<file path="src/rtl/core/b32e_pkg.sv">
`timescale 1ns / 1ps

package b32e_pkg;

  // widths of the symbol path
  localparam int unsigned IDX_W  = 5;
  localparam int unsigned CHAR_W = 7;
  localparam int unsigned ACC_W  = 12;
  localparam int unsigned AL_W   = 15;

  // alphabet split point and ascii bases
  localparam logic [IDX_W-1:0]  NUM_LETTERS = 5'd26;
  localparam logic [CHAR_W-1:0] BASE_UPPER  = 7'd65;
  localparam logic [CHAR_W-1:0] BASE_DIGIT  = 7'd50;

  // one byte worth of symbols: up to three indices, count 1 to 3, message end
  typedef struct packed {
    logic [2:0][IDX_W-1:0] idx;
    logic [1:0]            cnt;
    logic                  eom;
  } job_t;

  // rfc 4648 alphabet, A-Z then 2-7
  function automatic logic [CHAR_W-1:0] sym_char(input logic [IDX_W-1:0] idx);
    logic [IDX_W-1:0] off;
    begin
      off = idx - NUM_LETTERS;
      if (idx < NUM_LETTERS) begin
        sym_char = BASE_UPPER + {2'b00, idx};
      end else begin
        sym_char = BASE_DIGIT + {2'b00, off};
      end
    end
  endfunction

endpackage

</file>
<file path="src/rtl/core/b32e_split.sv">
`timescale 1ns / 1ps

module b32e_split (
  input  logic [3:0]        left_bits,
  input  logic [2:0]        left_cnt,
  input  logic [7:0]        data_byte,
  input  logic              end_of_message,
  output b32e_pkg::job_t    job,
  output logic [3:0]        left_bits_nxt,
  output logic [2:0]        left_cnt_nxt
);
  import b32e_pkg::*;

  logic [2:0]      cnt_c;
  logic [3:0]      held;
  logic [ACC_W-1:0] acc;
  logic [AL_W-1:0]  al;
  logic [3:0]      nbits;
  logic [1:0]      full;
  logic [2:0]      rem;
  logic [3:0]      rem_mask;

  // clamp count and drop stale bits above it
  always_comb begin
    cnt_c = (left_cnt > 3'd4) ? 3'd4 : left_cnt;
    held  = left_bits & ((4'd1 << cnt_c) - 4'd1);
    acc   = {held, data_byte};
    nbits = {1'b0, cnt_c} + 4'd8;
  end

  // left-align the held bits so symbols fall on fixed 5-bit slices
  always_comb begin
    al = {3'b000, acc} << (3'd4 - cnt_c);
    al = al << 3;
  end

  // full symbols and leftover count
  always_comb begin
    if (nbits >= 4'd10) begin
      full = 2'd2;
      rem  = 3'(nbits - 4'd10);
    end else begin
      full = 2'd1;
      rem  = 3'(nbits - 4'd5);
    end
    rem_mask = (4'd1 << rem) - 4'd1;
  end

  // job for the emitter and the carried bits
  always_comb begin
    job.idx[0] = al[14:10];
    job.idx[1] = al[9:5];
    job.idx[2] = al[4:0];
    job.eom    = end_of_message;
    job.cnt    = (end_of_message && (rem != 3'd0)) ? full + 2'd1 : full;
    if (end_of_message) begin
      left_bits_nxt = 4'd0;
      left_cnt_nxt  = 3'd0;
    end else begin
      left_bits_nxt = acc[3:0] & rem_mask;
      left_cnt_nxt  = rem;
    end
  end

endmodule

</file>
<file path="src/rtl/core/b32e_emit.sv">
`timescale 1ns / 1ps

module b32e_emit (
  input  logic                        clk,
  input  logic                        rst_n,
  input  logic                        job_load,
  input  b32e_pkg::job_t              job_in,
  output logic                        job_free,
  output logic                        sym_valid,
  input  logic                        sym_ready,
  output logic [b32e_pkg::CHAR_W-1:0] sym_char_o,
  output logic                        sym_last
);
  import b32e_pkg::*;

  logic              job_valid_r, job_valid_nxt;
  job_t              job_r;
  logic [1:0]        pos_r, pos_nxt;
  logic              out_valid_r, out_valid_nxt;
  logic [CHAR_W-1:0] out_char_r;
  logic              out_last_r;
  logic              slot_free;
  logic              emit;
  logic              done;
  logic [IDX_W-1:0]  cur_idx;

  // one symbol per cycle into the output register while it is free or being taken
  always_comb begin
    slot_free = !out_valid_r || sym_ready;
    emit      = job_valid_r && slot_free;
    done      = emit && (pos_r == (job_r.cnt - 2'd1));
    job_free  = !job_valid_r || done;
    cur_idx   = job_r.idx[pos_r];
  end

  // job and position next values
  always_comb begin
    job_valid_nxt = job_valid_r;
    pos_nxt       = pos_r;
    if (job_load) begin
      job_valid_nxt = 1'b1;
      pos_nxt       = 2'd0;
    end else if (done) begin
      job_valid_nxt = 1'b0;
    end else if (emit) begin
      pos_nxt = pos_r + 2'd1;
    end
    out_valid_nxt = emit ? 1'b1 : (sym_ready ? 1'b0 : out_valid_r);
  end

  // control registers
  always_ff @(posedge clk) begin
    if (!rst_n) begin
      job_valid_r <= 1'b0;
      pos_r       <= 2'd0;
      out_valid_r <= 1'b0;
    end else begin
      job_valid_r <= job_valid_nxt;
      pos_r       <= pos_nxt;
      out_valid_r <= out_valid_nxt;
    end
  end

  // payload registers
  always_ff @(posedge clk) begin
    if (job_load) begin
      job_r <= job_in;
    end
    if (emit) begin
      out_char_r <= sym_char(cur_idx);
      out_last_r <= job_r.eom && done;
    end
  end

  assign sym_valid  = out_valid_r;
  assign sym_char_o = out_char_r;
  assign sym_last   = out_last_r;

endmodule

</file>
<file path="src/rtl/core/base32_stream_encoder_top.sv">
`timescale 1ns / 1ps

// Unpadded base32 (rfc 4648 alphabet) stream encoder. One message byte enters
// per input beat, with in_tlast on the final byte of a message; symbols leave
// one per output beat as ascii in out_tdata, with out_tlast on the final
// symbol of the message. A byte is split into its 1 to 3 symbols in the cycle
// it is accepted, and the symbol emitter then moves one symbol a cycle into
// the output register whenever that register is free or being taken by
// out_tready. A byte has 1 or 2 symbols mid-message and up to 3 on the last
// byte, about 1.6 symbols per byte on average. The next byte is accepted in
// the cycle the current byte's last symbol is moved out. While a symbol waits
// on out_tready in the output register, one more byte can be accepted into
// the emitter.

module base32_stream_encoder_top (
  input  logic       clk,
  input  logic       rst_n,
  input  logic       in_tvalid,
  output logic       in_tready,
  input  logic [7:0] in_tdata,   // [7:0] data_byte
  input  logic       in_tlast,   // end_of_message
  output logic       out_tvalid,
  input  logic       out_tready,
  output logic [7:0] out_tdata,  // [6:0] symbol_char, [7] zero
  output logic       out_tlast   // last_symbol
);
  import b32e_pkg::*;

  logic [3:0]        left_bits_r, left_bits_nxt;
  logic [2:0]        left_cnt_r, left_cnt_nxt;
  job_t              job;
  logic              job_free;
  logic              in_beat;
  logic [CHAR_W-1:0] sym_char_w;

  assign in_tready = job_free;
  assign in_beat   = in_tvalid && job_free;

  // split the incoming byte against the carried bits
  b32e_split u_split (
    .left_bits      (left_bits_r),
    .left_cnt       (left_cnt_r),
    .data_byte      (in_tdata),
    .end_of_message (in_tlast),
    .job            (job),
    .left_bits_nxt  (left_bits_nxt),
    .left_cnt_nxt   (left_cnt_nxt)
  );

  // carried bits update on each input beat
  always_ff @(posedge clk) begin
    if (!rst_n) begin
      left_bits_r <= 4'd0;
      left_cnt_r  <= 3'd0;
    end else if (in_beat) begin
      left_bits_r <= left_bits_nxt;
      left_cnt_r  <= left_cnt_nxt;
    end
  end

  // symbol emitter and output register
  b32e_emit u_emit (
    .clk        (clk),
    .rst_n      (rst_n),
    .job_load   (in_beat),
    .job_in     (job),
    .job_free   (job_free),
    .sym_valid  (out_tvalid),
    .sym_ready  (out_tready),
    .sym_char_o (sym_char_w),
    .sym_last   (out_tlast)
  );

  assign out_tdata = {1'b0, sym_char_w};

endmodule

</file>
<file path="config.mk">
export PLATFORM = sky130hd
export DESIGN_NAME = base32_stream_encoder_top
export DESIGN_NICKNAME = d
export VERILOG_FILES = /design/src/rtl/core/b32e_pkg.sv /design/src/rtl/core/b32e_split.sv /design/src/rtl/core/b32e_emit.sv /design/src/rtl/core/base32_stream_encoder_top.sv
export SDC_FILE = /design/constraint.sdc
export NUM_CORES = 1
export LEC_CHECK = 0
export ABC_AREA = 1
export BUFFER_PORTS_ARGS = -buffer_cell sky130_fd_sc_hd__buf_2
export CORE_MARGIN = 2
export CORE_UTILIZATION = 50
export DETAILED_ROUTE_END_ITERATION = 7
export PLACE_DENSITY = 0.69
export SETUP_SLACK_MARGIN = 0.3
export SLEW_MARGIN = 10
export SYNTH_ARGS = -nofsm -noshare
export SYNTH_HDL_FRONTEND = slang
export SYNTH_HIERARCHICAL = 1
export SYNTH_SLANG_ARGS = --single-unit
</file>
<file path="constraint.sdc">
create_clock -name clk -period 2.9 [get_ports clk]
set_input_delay 0.145 -clock clk [delete_from_list [all_inputs] [get_ports clk]]
set_output_delay 0.145 -clock clk [all_outputs]
set_load 0.02 [all_outputs]
</file>
# After elaboration in Yosys (flattened, before gate mapping)
# Cells that the tools add are included.
[op_classes]
mux = 13
n_shift = 3
n_addsub = 12
n_bitwise = 4
n_lt_le_gt_ge = 4
n_reduce_logical = 14
eq_ne = 1
[op_table]
columns = ["cell", "n"]
rows = [
  ["12-bit by 3-bit left shift with 12-bit output", 1],
  ["5-bit binary-select mux with 2-bit select", 1],
  ["3-bit two-way mux", 3],
  ["4-bit AND", 2],
  ["1-bit by 3-bit left shift with 4-bit output, first input constant", 2],
  ["4-bit by 1-bit subtractor with 4-bit output, second input constant", 2],
  ["6-bit by 5-bit adder with 7-bit output, first input constant", 1],
  ["7-bit by 5-bit adder with 7-bit output, first input constant", 1],
  ["7-bit two-way mux", 1],
  ["1-bit logical AND", 5],
  ["5-bit less-than comparator, second input constant", 1],
  ["5-bit two-way mux", 1],
  ["5-bit subtractor, second input constant", 1],
  ["2-bit by 1-bit adder with 2-bit output, second input constant", 2],
  ["3-bit by 4-bit adder with 4-bit output, second input constant", 1],
  ["4-bit >= comparator, second input constant", 1],
  ["1-bit two-way mux", 4],
  ["2-bit two-way mux", 2],
  ["4-bit two-way mux", 1],
  ["2-bit nonzero test", 2],
  ["3-bit greater-than comparator, second input constant", 1],
  ["2-bit by 3-bit less-than comparator with 1-bit output, second input constant", 1],
  ["3-bit nonzero test", 1],
  ["3-bit by 2-bit subtractor with 3-bit output, second input constant", 1],
  ["other kinds (9)", 12],
]
[totals]
regBits = 34
in_bits = 13

# Longest topological paths before layout
[depth]
ltp_word = 9
ltp_mapped = 15
depth_no_buf = 14

# Modules after synthesis
# The synthesis kept the hierarchy.
[modules_own_cells]
columns = ["module", "area_each_um2", "cells_per_inst", "seq_area_each_um2", "n_inst"]
rows = [
  ["b32e_emit", 1448.9, 138, 860.8, 1],
  ["b32e_split", 748.2, 138, 0.0, 1],
  ["base32_stream_encoder_top", 309.0, 47, 140.1, 1],
]

# Worst setup path before layout
# OpenSTA, ideal clock, no wires.
[synth_timing]
path_type = "reg2reg"
from = "reg u_emit.out_valid_r (netlist: u_emit/sym_valid)"
to = "reg u_emit/job_r[0] in the netlist's numbering (enable)"
path_stages_with_launch = 7
setup_slack_ps = 487
t_arrival_ps = 2039
path_cell_list = "dfxtp_1 -> a21oi_1 -> nand2_1 -> nand2_1 -> nand2_2 -> buf_6 -> inv_1"
[synth_via]
elab_chain_cells = 6
[synth_lines]
columns = ["element", "line_no", "source"]
rows = [
  ["start: declaration", "b32e_emit.sv:19", "logic out_valid_r, out_valid_nxt;"],
  ["start signal: assignment", "b32e_emit.sv:60", "out_valid_r <= out_valid_nxt;"],
  ["1-bit logical NOT", "b32e_emit.sv:29", "slot_free = !out_valid_r || sym_ready;"],
  ["1-bit logical OR", "b32e_emit.sv:29", ""],
  ["1-bit logical AND", "b32e_emit.sv:30", "emit = job_valid_r && slot_free;"],
  ["named net u_emit.emit", "b32e_emit.sv:23", "logic emit;"],
  ["1-bit logical AND", "b32e_emit.sv:31", "done = emit && (pos_r == (job_r.cnt - 2'd1));"],
  ["1-bit logical OR", "b32e_emit.sv:32", "job_free = !job_valid_r || done;"],
  ["named net in_tready", "base32_stream_encoder_top.sv:19", "output logic in_tready,"],
  ["1-bit logical AND", "base32_stream_encoder_top.sv:37", "assign in_beat = in_tvalid && job_free;"],
  ["named net in_beat", "base32_stream_encoder_top.sv:33", "logic in_beat;"],
  ["end signal: assignment", "b32e_emit.sv:67", "job_r <= job_in;"],
  ["end: declaration", "b32e_emit.sv:17", "job_t job_r;"],
]
# The timed path passes the listed nets, and every way through them passes these cells.
# A chain may end at the register's enable or synchronous reset.

==> results by group <==
Job
  • Max Cap Viol: 0

Place
  • Area after DPL: 0.00263 mm²
  • Placed insts: 405
  • RePlAce Congestion: approximately 0.90
  • DP Wirelength: 3630 µm
  • Dpl ws: 506 ps
  • Buffers on Ports: 22

Logic synthesis
  • Netlist cell types: 36
  • Synth Flop Type: edfxtp_1
  • Synth Area in Simple Gates: 35.4%
  • Syn Std Cell Area: ~0.0025 mm²
  • Largest family of logic cells by synthesized area: simple AND/OR/NAND/NOR gates
  • Share of synthesized area spent on multiplexers: 0%
  • Synth warnings: 6
  • Synth top cells by count: 73 x nand2_1, 44 x nand3_1, 42 x inv_1
  • XOR/XNOR Fraction of Synth Area: between 1 and 1.5%
  • Top cell type's share of synthesized area: a little under a third
  • Post-synth ARST share: 0%
  • Syn Area/Cell: around 7.8 µm²
  • Seq/Total Area, Yosys: between 30% and 40%
  • Cells after Synth: 323
  • Yosys reg bits: 37
  • Compound-gate portion of the synthesized area: roughly 5.6%
  • Post-synth top area cell: edfxtp_1
  • Synth top area cells: edfxtp_1 31%, nand2_1 11%, dfxtp_1 8.8%, nand3_1 8.8%, inv_1 6.3%
  • Adder-cell share of the synthesized area: 5.49%
  • Post-synth EDFFs: 26
  • Count leader, synth: nand2_1

Clock network
  • Root buf cell: clkbuf_8
  • CTS Buf Count: 5
  • CTS Sinks: 37
  • Clock-pin slew on the worst setup and hold paths: 70 ps
  • Worst-Skew Late Latency: roughly 280 ps
  • Maximum clock path buffer count: 2
  • TritonCTS clock tree: yes
  • H-tree depth: 2
  • Hold-fix buffers, CTS: 0

Setup path
  • RR Startpoint: left_cnt_r[1]$_SDFFE_PN0P_
  • Largest stage delay, worst path: 440 ps
  • CP bufs+invs: 3
  • CP Class: register to register
  • R2R Setup Slk: 580 ps
  • Worst path top cell family by delay: adder cells
  • Worst Setup End Kind: register
  • Critical path cell sequence: inv_1, nand2_2, nand2_4, nand2_4, inv_1, ha_1, o21ai_2, o21ai_0, ha_1, inv_1
  • WP data required: 2940 ps
  • Cells on worst reg2reg path: 10
  • Worst r2r dst: u_emit/job_r[1]$_DFFE_PP_
  • CP arrival: 2370 ps
  • Largest fanout on the critical path: 19
  • Crit start category: register
  • Most used cell, CP: inv_1
  • Slowest-stage cell, CP: dfxtp_1

Global routing
  • Global route overflow: 0
  • GR Util All Layers: a little under a fifth
  • Initial antenna violation count: 0
  • Vias in the first global route: roughly 1,900
  • First-pass GRT wire length: ~7800 µm
  • Largest net degree at the start of global routing: 21

Layout
  • Post-layout net count: 369
  • Fill cells: ~460
  • Finished Cell Area: 0.00274 mm²
  • Synth-to-layout area growth: 9.44%
  • Cell Count, Final, Fillers Out: 413
  • Seq. cell area: 0.00100 mm²
  • Ant diodes: 0
  • Multi-input logic area: 0.00122 mm²
  • Fraction of layout cells with a size suffix above 1: between 20 and 25%

Floorplanning
  • Initial Utilization: 52.4%
  • Rows: 25
  • Core region area: 0.00479 mm²
  • Top-Level Pins: 24
  • Die W: 74.8 µm
  • DIE AREA: between 0.005 and 0.006 mm²
  • DIE HEIGHT: 74.8 µm

Power
  • Leakage: about 1.3 nW
  • VDD IR max: 0.243 mV
  • Clock share of power: 25.6%
  • Switching Power: 0.547 mW
  • Logic pwr share: roughly 33%
  • Internal Dissipation: 1.10 mW
  • Sw Share: 33.1%
  • Seq pwr share: 41.6%
  • PD cells: 601 mW/mm²

Detailed routing
  • DR vias: between 1,500 and 2,000
  • DR iter-0 viols: 50
  • Antenna-violating nets left: 0
  • Drt pass-1 iters: 4
  • Number of remaining DRC errors: 0
  • DR WL/cell: 10.9 µm
  • Vias/cell: 4.83
  • Drt total wl: 4480 µm

Timing
  • Worst slew pin tran: between 600 and 700 ps
  • Final Max Slew Viols: 0
  • RSZ-0062 raised after global routing: no
  • Final setup vio count: 0
  • Hold_ws: 117 ps
  • Fin crit share: around four fifths
  • Final period demand of the worst path: 2320 ps
  • Post-Route Setup TNS: 0 ps
  • Clock skew: roughly 10 ps
  • Final worst slack: 577 ps
  • Final Hold Fails: 0
  • Relative slew slack: 56.0%
  • Fmax achieved: 0.430 GHz

Worst hold path
  • Hold Crit Endpoint: u_emit/sym_valid$_SDFFE_PN0P_
  • Hold Crit Start: out_tready
  • Worst Hold Class: primary input to register
  • Hold Crit Depth: 4

Run status
  • Status: complete, no violations
[power by group through the flow]
stage	clock network, mW	logic [mW]	registers (mW)
6_report	0.422	0.540	0.686
5_1_grt	0.454	0.626	0.693
4_1_cts	0.434	0.541	0.687
3_5_place_dp	0	0.539	0.698
3_3_place_gp	0	0.531	0.697
2_1_floorplan	0	0.416	0.715
[cell usage in the layout, fill, tap and decap left out, drive strengths merged]
cell,count
inv,47
nor3,3
xor2,3
ha,11
buf,25
or2,2
clkinv,2
edfxtp,26
nand3b,2
nand3,48
a21oi,10
dfxtp,11
a31oi,1
nand2,93
nand4,4
nor2,34
conb,4
xnor2,1
o21ai,10
a21boi,1
clkbuf,6
bufinv,2
[sequential cells by signal (all words and copies together), names as in the netlist]
name                cells
left_bits_r             4
u_emit/sym_last         1
left_cnt_r              3
u_emit/pos_r            2
u_emit/sym_char_o       7
u_emit/job_valid_r      1
u_emit/job_r           18
u_emit/sym_valid        1
[worst max-delay path by stage]
stage	startpoint	cells past startpoint	endpoint
floorplan	u_emit/sym_valid$_SDFFE_PN0P_	6	u_emit/job_r[0]$_DFFE_PP_
global placement	left_cnt_r[1]$_SDFFE_PN0P_	10	u_emit/job_r[1]$_DFFE_PP_
detailed placement	left_cnt_r[1]$_SDFFE_PN0P_	10	u_emit/job_r[1]$_DFFE_PP_
CTS	left_cnt_r[1]$_SDFFE_PN0P_	10	u_emit/job_r[1]$_DFFE_PP_
global route	left_cnt_r[1]$_SDFFE_PN0P_	10	u_emit/job_r[1]$_DFFE_PP_
finish	left_cnt_r[1]$_SDFFE_PN0P_	10	u_emit/job_r[1]$_DFFE_PP_
[layer usage]
layer / vias up / track usage (%) / share of wire, %
li1: 1070 / - / -
met1: 873 / 20.6 / 42
met2: 42 / 34.1 / 53
met3: 8 / 3.21 / 3.4
met4: 0 / 6.94 / 1.7
met5: - / 0 / 0
[repair_timing]
| item | CTS | global route |
|---|---|---|
| gates resized for setup | 0 | 1 |
| setup buffers | 0 | 0 |
| endpoints found under the setup margin | 0 | 1 |
[through the flow]
step / util (%) / power [mW]
2_1_floorplan: - / 1.13
3_3_place_gp: 55.0 / 1.23
3_5_place_dp: 55.0 / 1.24
4_1_cts: 57.2 / 1.66
5_1_grt: 57.3 / 1.77
6_report: 57.3 / 1.65
[cell families (layout without fill, tap and decap cells)]
| family | Yosys count | in the layout |
|---|---|---|
| buffers and inverters | 61 | 82 |
| other | 2 | 4 |
| DFF | 37 | 37 |
| and+or+nand+nor | 186 | 186 |
| xor gates and xnor gates | 4 | 4 |
| adders and majority gates | 11 | 11 |
| AOI/OAI and AO/OA | 22 | 22 |
[worst min-delay path: cells and delay by family]
family	cells	cell delay [ps]
AO/OA/AOI/OAI	1	50
buffers and inverters	2	110
AND/OR/NAND/NOR	1	50
[final cells by class]
cell class | instances | area share, %
flip-flops and latches | 37 | 36.5
repair buffers | 25 | 4.84
well taps | 67 | 3.06
clock inverters | 2 | 1.23
inverters | 49 | 7.30
clock buffers | 6 | 2.65
multi-input cells | 227 | 44.4
Power figures use the tool's default switching activity.
